**src/rtl/core/ncs_pkg.sv**
```systemverilog
package ncs_pkg;

  localparam int COORD_W = 6;
  localparam int SLOT_W  = 6;
  localparam int DIST_W  = 9;
  localparam int IN_AXES = 8;

  localparam int ENT_CFG_W  = 7;
  localparam int AXES_CFG_W = 4;
  localparam int CFG_IDX_W  = 2;
  localparam int CFG_DATA_W = 7;

  localparam logic [ENT_CFG_W-1:0]  ENTRIES_RESET = 7'd64;
  localparam logic [AXES_CFG_W-1:0] AXES_RESET    = 4'd6;

  localparam logic [CFG_IDX_W-1:0] REG_ENTRIES = 2'd0;
  localparam logic [CFG_IDX_W-1:0] REG_AXES    = 2'd1;

  localparam logic OP_WRITE = 1'b0;
  localparam logic OP_QUERY = 1'b1;

  typedef enum logic [1:0] {
    ST_IDLE,
    ST_SCAN,
    ST_FLUSH,
    ST_EMIT
  } state_t;

endpackage

```
**src/rtl/core/nearest_config_snap.sv**
```systemverilog
// Nearest stored coordinate search over a table of MAX_ENTRIES slots.
// Input channel (in_valid/in_ready): one request per item. operation OP_WRITE
// stores coord_0..coord_{MAX_AXES-1} into slot entry_index and
// gives no result; a slot at or above MAX_ENTRIES is dropped. OP_QUERY scans
// the first entries_in_use slots and returns one result on the output channel
// (out_valid/out_ready): the last exact match, else the first slot with the
// least L1 distance over the first axes_in_use axes.
// A query scans entries_in_use clipped to MAX_ENTRIES slots, then flushes and
// emits; a single distance unit reads one slot per cycle from the table memory
// through a read register and a distance register. With zero entries the query
// goes from accept straight to the emit state. in_ready is low while a query is
// in progress; a write leaves the block idle and ready.
// The result register holds until taken; a finished query waits for it, and a
// new request is taken while an older result is still pending.
// Configuration (cfg_valid/cfg_ready) is always ready: index 0 entries_in_use,
// index 1 axes_in_use. Reset sets them to 64 and 6 and clears control state;
// the table is undefined until written.
module nearest_config_snap #(
  parameter int MAX_ENTRIES = 64,
  parameter int MAX_AXES    = 8
) (
  input  logic                         clk,
  input  logic                         rst,
  input  logic                         cfg_valid,
  output logic                         cfg_ready,
  input  logic [ncs_pkg::CFG_IDX_W-1:0]  cfg_index,
  input  logic [ncs_pkg::CFG_DATA_W-1:0] cfg_data,
  input  logic                         in_valid,
  output logic                         in_ready,
  input  logic                         operation,
  input  logic [ncs_pkg::SLOT_W-1:0]   entry_index,
  input  logic [ncs_pkg::COORD_W-1:0]  coord_0,
  input  logic [ncs_pkg::COORD_W-1:0]  coord_1,
  input  logic [ncs_pkg::COORD_W-1:0]  coord_2,
  input  logic [ncs_pkg::COORD_W-1:0]  coord_3,
  input  logic [ncs_pkg::COORD_W-1:0]  coord_4,
  input  logic [ncs_pkg::COORD_W-1:0]  coord_5,
  input  logic [ncs_pkg::COORD_W-1:0]  coord_6,
  input  logic [ncs_pkg::COORD_W-1:0]  coord_7,
  output logic                         out_valid,
  input  logic                         out_ready,
  output logic [ncs_pkg::SLOT_W-1:0]   match_index,
  output logic                         exact_hit,
  output logic [ncs_pkg::DIST_W-1:0]   distance
);
  import ncs_pkg::*;

  localparam int AW     = (MAX_ENTRIES > 1) ? $clog2(MAX_ENTRIES) : 1;
  localparam int CNT_W  = $clog2(MAX_ENTRIES + 1);
  localparam int WIDE_W = (AW > SLOT_W) ? AW : SLOT_W;
  localparam int ROW_W  = MAX_AXES * COORD_W;

  state_t state, state_next;

  logic [ENT_CFG_W-1:0]  entries_in_use;
  logic [AXES_CFG_W-1:0] axes_in_use;

  logic [ROW_W-1:0] mem [MAX_ENTRIES];
  logic [ROW_W-1:0] rdata;

  logic [COORD_W-1:0] in_coord [IN_AXES];
  logic [ROW_W-1:0]   in_row;
  logic [ROW_W-1:0]   query;

  logic [CNT_W-1:0] n_sat;
  logic [CNT_W-1:0] n_ent;
  logic [CNT_W-1:0] rd_cnt;
  logic [AW-1:0]    rd_addr;
  logic [AW-1:0]    wr_addr;
  logic [WIDE_W-1:0] wide_idx;
  logic             wr_in_range;

  logic             s1_valid;
  logic [AW-1:0]    s1_slot;
  logic             s2_valid;
  logic [AW-1:0]    s2_slot;
  logic [DIST_W-1:0] s2_dist;
  logic [DIST_W-1:0] dist_next;

  logic             have_best;
  logic [AW-1:0]    best_slot;
  logic [DIST_W-1:0] least_sum;
  logic             have_exact;
  logic [AW-1:0]    exact_slot;

  logic in_acc;
  logic query_acc;
  logic write_acc;
  logic issue;
  logic last_issue;
  logic emit;
  logic [WIDE_W-1:0] res_slot;

  assign cfg_ready = 1'b1;

  assign in_coord[0] = coord_0;
  assign in_coord[1] = coord_1;
  assign in_coord[2] = coord_2;
  assign in_coord[3] = coord_3;
  assign in_coord[4] = coord_4;
  assign in_coord[5] = coord_5;
  assign in_coord[6] = coord_6;
  assign in_coord[7] = coord_7;

  always_comb begin
    for (int a = 0; a < MAX_AXES; a++) begin
      in_row[a*COORD_W +: COORD_W] = in_coord[a];
    end
  end

  assign in_acc    = in_valid && in_ready;
  assign query_acc = in_acc && (operation == OP_QUERY);
  assign write_acc = in_acc && (operation == OP_WRITE);

  assign n_sat = (32'(entries_in_use) > MAX_ENTRIES) ? CNT_W'(MAX_ENTRIES)
                                                      : CNT_W'(entries_in_use);

  assign wide_idx    = WIDE_W'(entry_index);
  assign wr_addr     = wide_idx[AW-1:0];
  assign wr_in_range = 32'(entry_index) < MAX_ENTRIES;

  assign rd_addr    = rd_cnt[AW-1:0];
  assign last_issue = rd_cnt == (n_ent - CNT_W'(1));

  // next state
  always_comb begin
    state_next = state;
    case (state)
      ST_IDLE: begin
        if (query_acc) begin
          state_next = (n_sat == '0) ? ST_EMIT : ST_SCAN;
        end
      end
      ST_SCAN: begin
        if (last_issue) begin
          state_next = ST_FLUSH;
        end
      end
      ST_FLUSH: begin
        if (!s1_valid && !s2_valid) begin
          state_next = ST_EMIT;
        end
      end
      ST_EMIT: begin
        if (!out_valid || out_ready) begin
          state_next = ST_IDLE;
        end
      end
      default: state_next = ST_IDLE;
    endcase
  end

  // state outputs
  always_comb begin
    in_ready = 1'b0;
    issue    = 1'b0;
    emit     = 1'b0;
    case (state)
      ST_IDLE:  in_ready = 1'b1;
      ST_SCAN:  issue = 1'b1;
      ST_FLUSH: ;
      ST_EMIT:  emit = !out_valid || out_ready;
      default:  ;
    endcase
  end

  always_ff @(posedge clk) begin
    if (rst) begin
      state          <= ST_IDLE;
      entries_in_use <= ENTRIES_RESET;
      axes_in_use    <= AXES_RESET;
    end else begin
      state <= state_next;
      if (cfg_valid && cfg_ready) begin
        case (cfg_index)
          REG_ENTRIES: entries_in_use <= cfg_data[ENT_CFG_W-1:0];
          REG_AXES:    axes_in_use    <= cfg_data[AXES_CFG_W-1:0];
          default:     ;
        endcase
      end
    end
  end

  // table memory
  always_ff @(posedge clk) begin
    if (write_acc && wr_in_range) begin
      mem[wr_addr] <= in_row;
    end
    if (issue) begin
      rdata <= mem[rd_addr];
    end
  end

  always_ff @(posedge clk) begin
    if (query_acc) begin
      query  <= in_row;
      n_ent  <= n_sat;
      rd_cnt <= '0;
    end else if (issue) begin
      rd_cnt <= rd_cnt + CNT_W'(1);
    end
    s1_slot <= rd_addr;
    s2_slot <= s1_slot;
    s2_dist <= dist_next;
  end

  // shared distance unit
  always_comb begin
    logic [COORD_W-1:0] qa;
    logic [COORD_W-1:0] ta;
    logic [COORD_W-1:0] diff;
    dist_next = '0;
    for (int a = 0; a < MAX_AXES; a++) begin
      qa   = query[a*COORD_W +: COORD_W];
      ta   = rdata[a*COORD_W +: COORD_W];
      diff = (qa > ta) ? (qa - ta) : (ta - qa);
      if (32'(axes_in_use) > a) begin
        dist_next = dist_next + DIST_W'(diff);
      end
    end
  end

  always_ff @(posedge clk) begin
    if (rst) begin
      s1_valid <= 1'b0;
      s2_valid <= 1'b0;
    end else begin
      s1_valid <= issue;
      s2_valid <= s1_valid;
    end
  end

  always_ff @(posedge clk) begin
    if (rst) begin
      have_best  <= 1'b0;
      have_exact <= 1'b0;
    end else if (query_acc) begin
      have_best  <= 1'b0;
      have_exact <= 1'b0;
    end else if (s2_valid) begin
      if (!have_best || (s2_dist < least_sum)) begin
        have_best <= 1'b1;
      end
      if (s2_dist == '0) begin
        have_exact <= 1'b1;
      end
    end
  end

  always_ff @(posedge clk) begin
    if (query_acc) begin
      best_slot  <= '0;
      least_sum  <= '0;
      exact_slot <= '0;
    end else if (s2_valid) begin
      if (!have_best || (s2_dist < least_sum)) begin
        best_slot <= s2_slot;
        least_sum <= s2_dist;
      end
      if (s2_dist == '0) begin
        exact_slot <= s2_slot;
      end
    end
  end

  assign res_slot = have_exact ? WIDE_W'(exact_slot) : WIDE_W'(best_slot);

  always_ff @(posedge clk) begin
    if (rst) begin
      out_valid <= 1'b0;
    end else if (emit) begin
      out_valid <= 1'b1;
    end else if (out_ready) begin
      out_valid <= 1'b0;
    end
  end

  always_ff @(posedge clk) begin
    if (emit) begin
      match_index <= res_slot[SLOT_W-1:0];
      exact_hit   <= have_exact;
      distance    <= have_exact ? '0 : least_sum;
    end
  end

  a_exact_zero: assert property (@(posedge clk) disable iff (rst)
    out_valid |-> (!exact_hit || distance == '0))
    else $error("exact hit with nonzero distance");

  a_scan_window: assert property (@(posedge clk) disable iff (rst)
    s2_valid |-> (state == ST_SCAN || state == ST_FLUSH))
    else $error("distance result outside a scan");

  a_query_start: assert property (@(posedge clk) disable iff (rst)
    (query_acc && entries_in_use != '0) |=> state == ST_SCAN)
    else $error("query with entries did not start a scan");

  a_best_monotonic: assert property (@(posedge clk) disable iff (rst)
    (s2_valid && have_best) |=> least_sum <= $past(least_sum))
    else $error("best distance grew during a scan");

endmodule
```
**config.mk**
```make
export PLATFORM = sky130hd
export DESIGN_NAME = nearest_config_snap
export DESIGN_NICKNAME = d
export VERILOG_FILES = /design/src/rtl/core/ncs_pkg.sv /design/src/rtl/core/nearest_config_snap.sv
export SDC_FILE = /design/constraint.sdc
export NUM_CORES = 2
export LEC_CHECK = 0
export BUFFER_PORTS_ARGS = -buffer_cell sky130_fd_sc_hd__buf_2
export CAP_MARGIN = 30
export CORE_UTILIZATION = 57
export CTS_CLUSTER_DIAMETER = 40
export CTS_CLUSTER_SIZE = 20
export DETAILED_ROUTE_END_ITERATION = 7
export GPL_ROUTABILITY_DRIVEN = 0
export PLACE_DENSITY = 0.76
export SLEW_MARGIN = 15
export SYNTH_ARGS = -nofsm -noshare
export SYNTH_HDL_FRONTEND = slang
export SYNTH_SLANG_ARGS = --single-unit
```
**constraint.sdc**
```tcl
create_clock -name clk -period 9.65 [get_ports clk]
set_clock_uncertainty 0.15 [all_clocks]
set_input_delay 1.93 -clock clk [delete_from_list [all_inputs] [get_ports clk]]
set_output_delay 1.93 -clock clk [all_outputs]
set_load 0.05 [all_outputs]
```
==> out/results.txt <==
Outcome - finished with violations
Violations in the final reports - setup timing
Initial Utilization - 57.4%
Source-to-sink clock delay at the later pin of the worst-skew pair - 0.99 ns
Accumulated negative setup slack - -0.696 ns
Netlist area before placement - 129000 µm²
Clk root buf - clkbuf_16
Total track usage - 31.4%
Final setup slack of the worst path - -0.350 ns
Number of hold-repair buffers added at the cts stage - 0
Chip width - 477 µm
Boundary Pins - 88
CTS clock-pin slew for the worst setup and hold paths - 0.07 ns
Chip height - 477 µm
Main flop type after synthesis - edfxtp_1
Worst Path Buf+Inv - 4
Met2 layer usage reported by global route - 50.0%
Layout fillers - 13312
Startpoint types - flop
Slew of the pin with the lowest slew margin - 1.14 ns
Number of cell rows - 174
CTS tree - built
FF/Latch Area - 97200 µm²
Required time worst endpoint - 10.30 ns
Number of I/O port buffers - 86
Endpoint of the most critical register-to-register path - s2_dist[7]
Worst R2R Path Depth - 55
Sinks on the clock net - 3258
Fraction of layout instances using a drive strength above 1 - 35.2%
Via count of the first global-routing pass - 67053
DRT Wirelength - 358 mm
Via count - 66189
# DRC - 0
Routed vias/inst - 6.95
Reg2reg start - query[6]
Number of routed nets with antenna violations - 0
Number of synthesized flops with an enable pin - 3191
Total iterations of the first detailed-routing run - 8
Wire length of the first global-routing pass - 501 mm
Critical path depth in cells - 55
CP arrival - 10.65 ns
Fin. Hold Viols - 0
Worst Path Max Fanout - 5
M1 GR Usage - 42.2%
Slack of the worst reg-to-reg path - -0.35 ns
Number of antenna violations at the first check in global routing - 13
Final global-route overflow total - 0
Sequential area share after synthesis - 75.4%
Cts bufs inserted - 374
Area of the multi-input gates - 31100 µm²
Share of the core filled with cells in the final layout - 66.7%
Average size of a mapped cell - 22.8 µm²
Hold slack final - 0.179 ns
Count of unique library cells instantiated by Yosys - 75
Iteration-0 DRC Markers - 10678
Overall die area - 228000 µm²
Net Count, Synth - 5896
Gate count of the mapped netlist - 5660
Async S/R FF share, synth - 0%
Yosys reg bits - 3258
Fmax - 0.100 GHz
Routed WL per cell - 37.5 µm
Stage delay of the slowest cell on the critical path - 0.41 ns
Share of the cycle needed by the critical path after routing - 104%
Beginning of the critical path - query[6]
Count of warnings emitted by yosys - 0
Largest net degree at the start of global routing - 149
Final layout net count - 6467
Global-route layer with the greatest usage - met2
Pins Over Slew Limit - 0
Maxcap violations - 0
Synth-to-layout area growth - 16.3%
RSZ-0062 raised after global routing - yes
Rel. slew slack - 23.9%
Post-layout minimum cycle time - 10.00 ns
Number of buffers on the longest clock path - 4
Critical path endpoint - s2_dist[7]
HPWL after DPL - 179 mm
Met3 demand-to-capacity share in global routing - 6.83%
Classification of the worst setup path - reg -> reg
Type of the worst min-delay path - reg -> reg
Std-Cell Core Area - 225000 µm²
Number of levels in the clock H-tree - 5
Worst path top cell family by delay - compound AO/OA/AOI/OAI gates
Final Setup Violations - 3
CP max-delay cell - edfxtp_1
Critical Path Sink Type - flop
## synth_stat cells (26+ instances only)
cell type / number / area share [%]
a211oi_1: 26 / 0.15
edfxtp_1: 3191 / 74
a21o_1: 57 / 0.33
nor2_1: 186 / 0.54
clkbuf_1: 175 / 0.51
mux2i_1: 59 / 0.46
ha_1: 144 / 1.4
inv_1: 153 / 0.45
mux4_2: 1008 / 18
dfxtp_1: 67 / 1.0
nand2_1: 67 / 0.20
buf_1: 57 / 0.17
o21ai_0: 42 / 0.16
xnor2_1: 47 / 0.32
a21oi_1: 69 / 0.27
## per-layer routing
layer	routed length (µm)	part of all wire, %
met3	43900	12
met5	50	0.014
met1	122000	34
met2	172000	48
met4	19500	5.4
## registers in the layout (all words and copies together) (netlist names)
register	cells
axes_in_use	4
best_slot	6
distance	9
entries_in_use	7
exact_hit	1
exact_slot	6
have_best	1
have_exact	1
least_sum	9
match_index	6
mem	3072
n_ent	7
out_valid	1
query	48
rd_cnt	7
rdata	48
s1_slot	6
s1_valid	1
s2_dist	9
s2_slot	6
s2_valid	1
state	2
## repair_timing
action / in CTS / in global routing
setup buffers: 31 / 23
endpoints found under the setup margin: 5 / 4
pin swaps: 48 / 67
endpoints found under the hold margin: 0 / 0
resized for setup: 65 / 56
## cell usage in the layout, fill, tap and decap left out, drive strengths merged, types with 57 or more instances in the layout
cell and count:
edfxtp 3191, mux4 1008, buf 454, clkbuf 401, inv 266, nor2 187, ha 144, clkinv 99
a21oi 70, nand2 67, dfxtp 67, mux2i 60, a21o 57
## stage by stage
step,cells,worst slack [ns],cell area (µm²)
after CTS,9451,-0.00717,148000
after global placement,8713,-0.543,134000
after global routing,9524,-0.743,150000
final,9530,-0.350,150000
after floorplan,5660,0.100,129000
after detailed placement,8745,-1.12,135000
## layout make-up
type	count	share of cell area (%)
Clock buffer	401	6.40
Timing Repair Buffer	454	3.05
Antenna cell	8	0.0134
Sequential cell	3258	64.9
Clock inverter	274	2.01
Multi-Input combinational cell	1989	20.8
Inverter	154	0.386
Tap cell	2992	2.50
## how the worst min path moves through the flow
stage,cells after the start,from,slack [ns],to
6_report,0,s1_slot[0],0.18,s2_slot[0]
5_1_grt,0,s1_slot[5],0.19,s2_slot[5]
4_1_cts,0,s1_slot[0],0.18,s2_slot[0]
3_5_place_dp,0,s1_slot[0],0.16,s2_slot[0]
3_3_place_gp,0,s1_slot[1],0.16,s2_slot[1]
2_1_floorplan,0,s1_slot[0],0.16,s2_slot[0]
## cells by family (layout without fill, tap and decap cells)
family | Yosys count | in the layout | synth area share [%]
adders and majority gates | 167 | 167 | 1.76
DFF | 3258 | 3258 | 75.4
xor gates and xnor gates | 72 | 72 | 0.489
and+or+nand+nor | 371 | 371 | 1.30
muxes | 1087 | 1087 | 18.3
other | 1 | 9 | 0.00291
buffers and inverters | 413 | 1283 | 1.23
AOI/OAI and AO/OA | 291 | 291 | 1.56
Power is not shown: default switching activity piles up to over one toggle a cycle in this logic, so the estimate is an artifact.
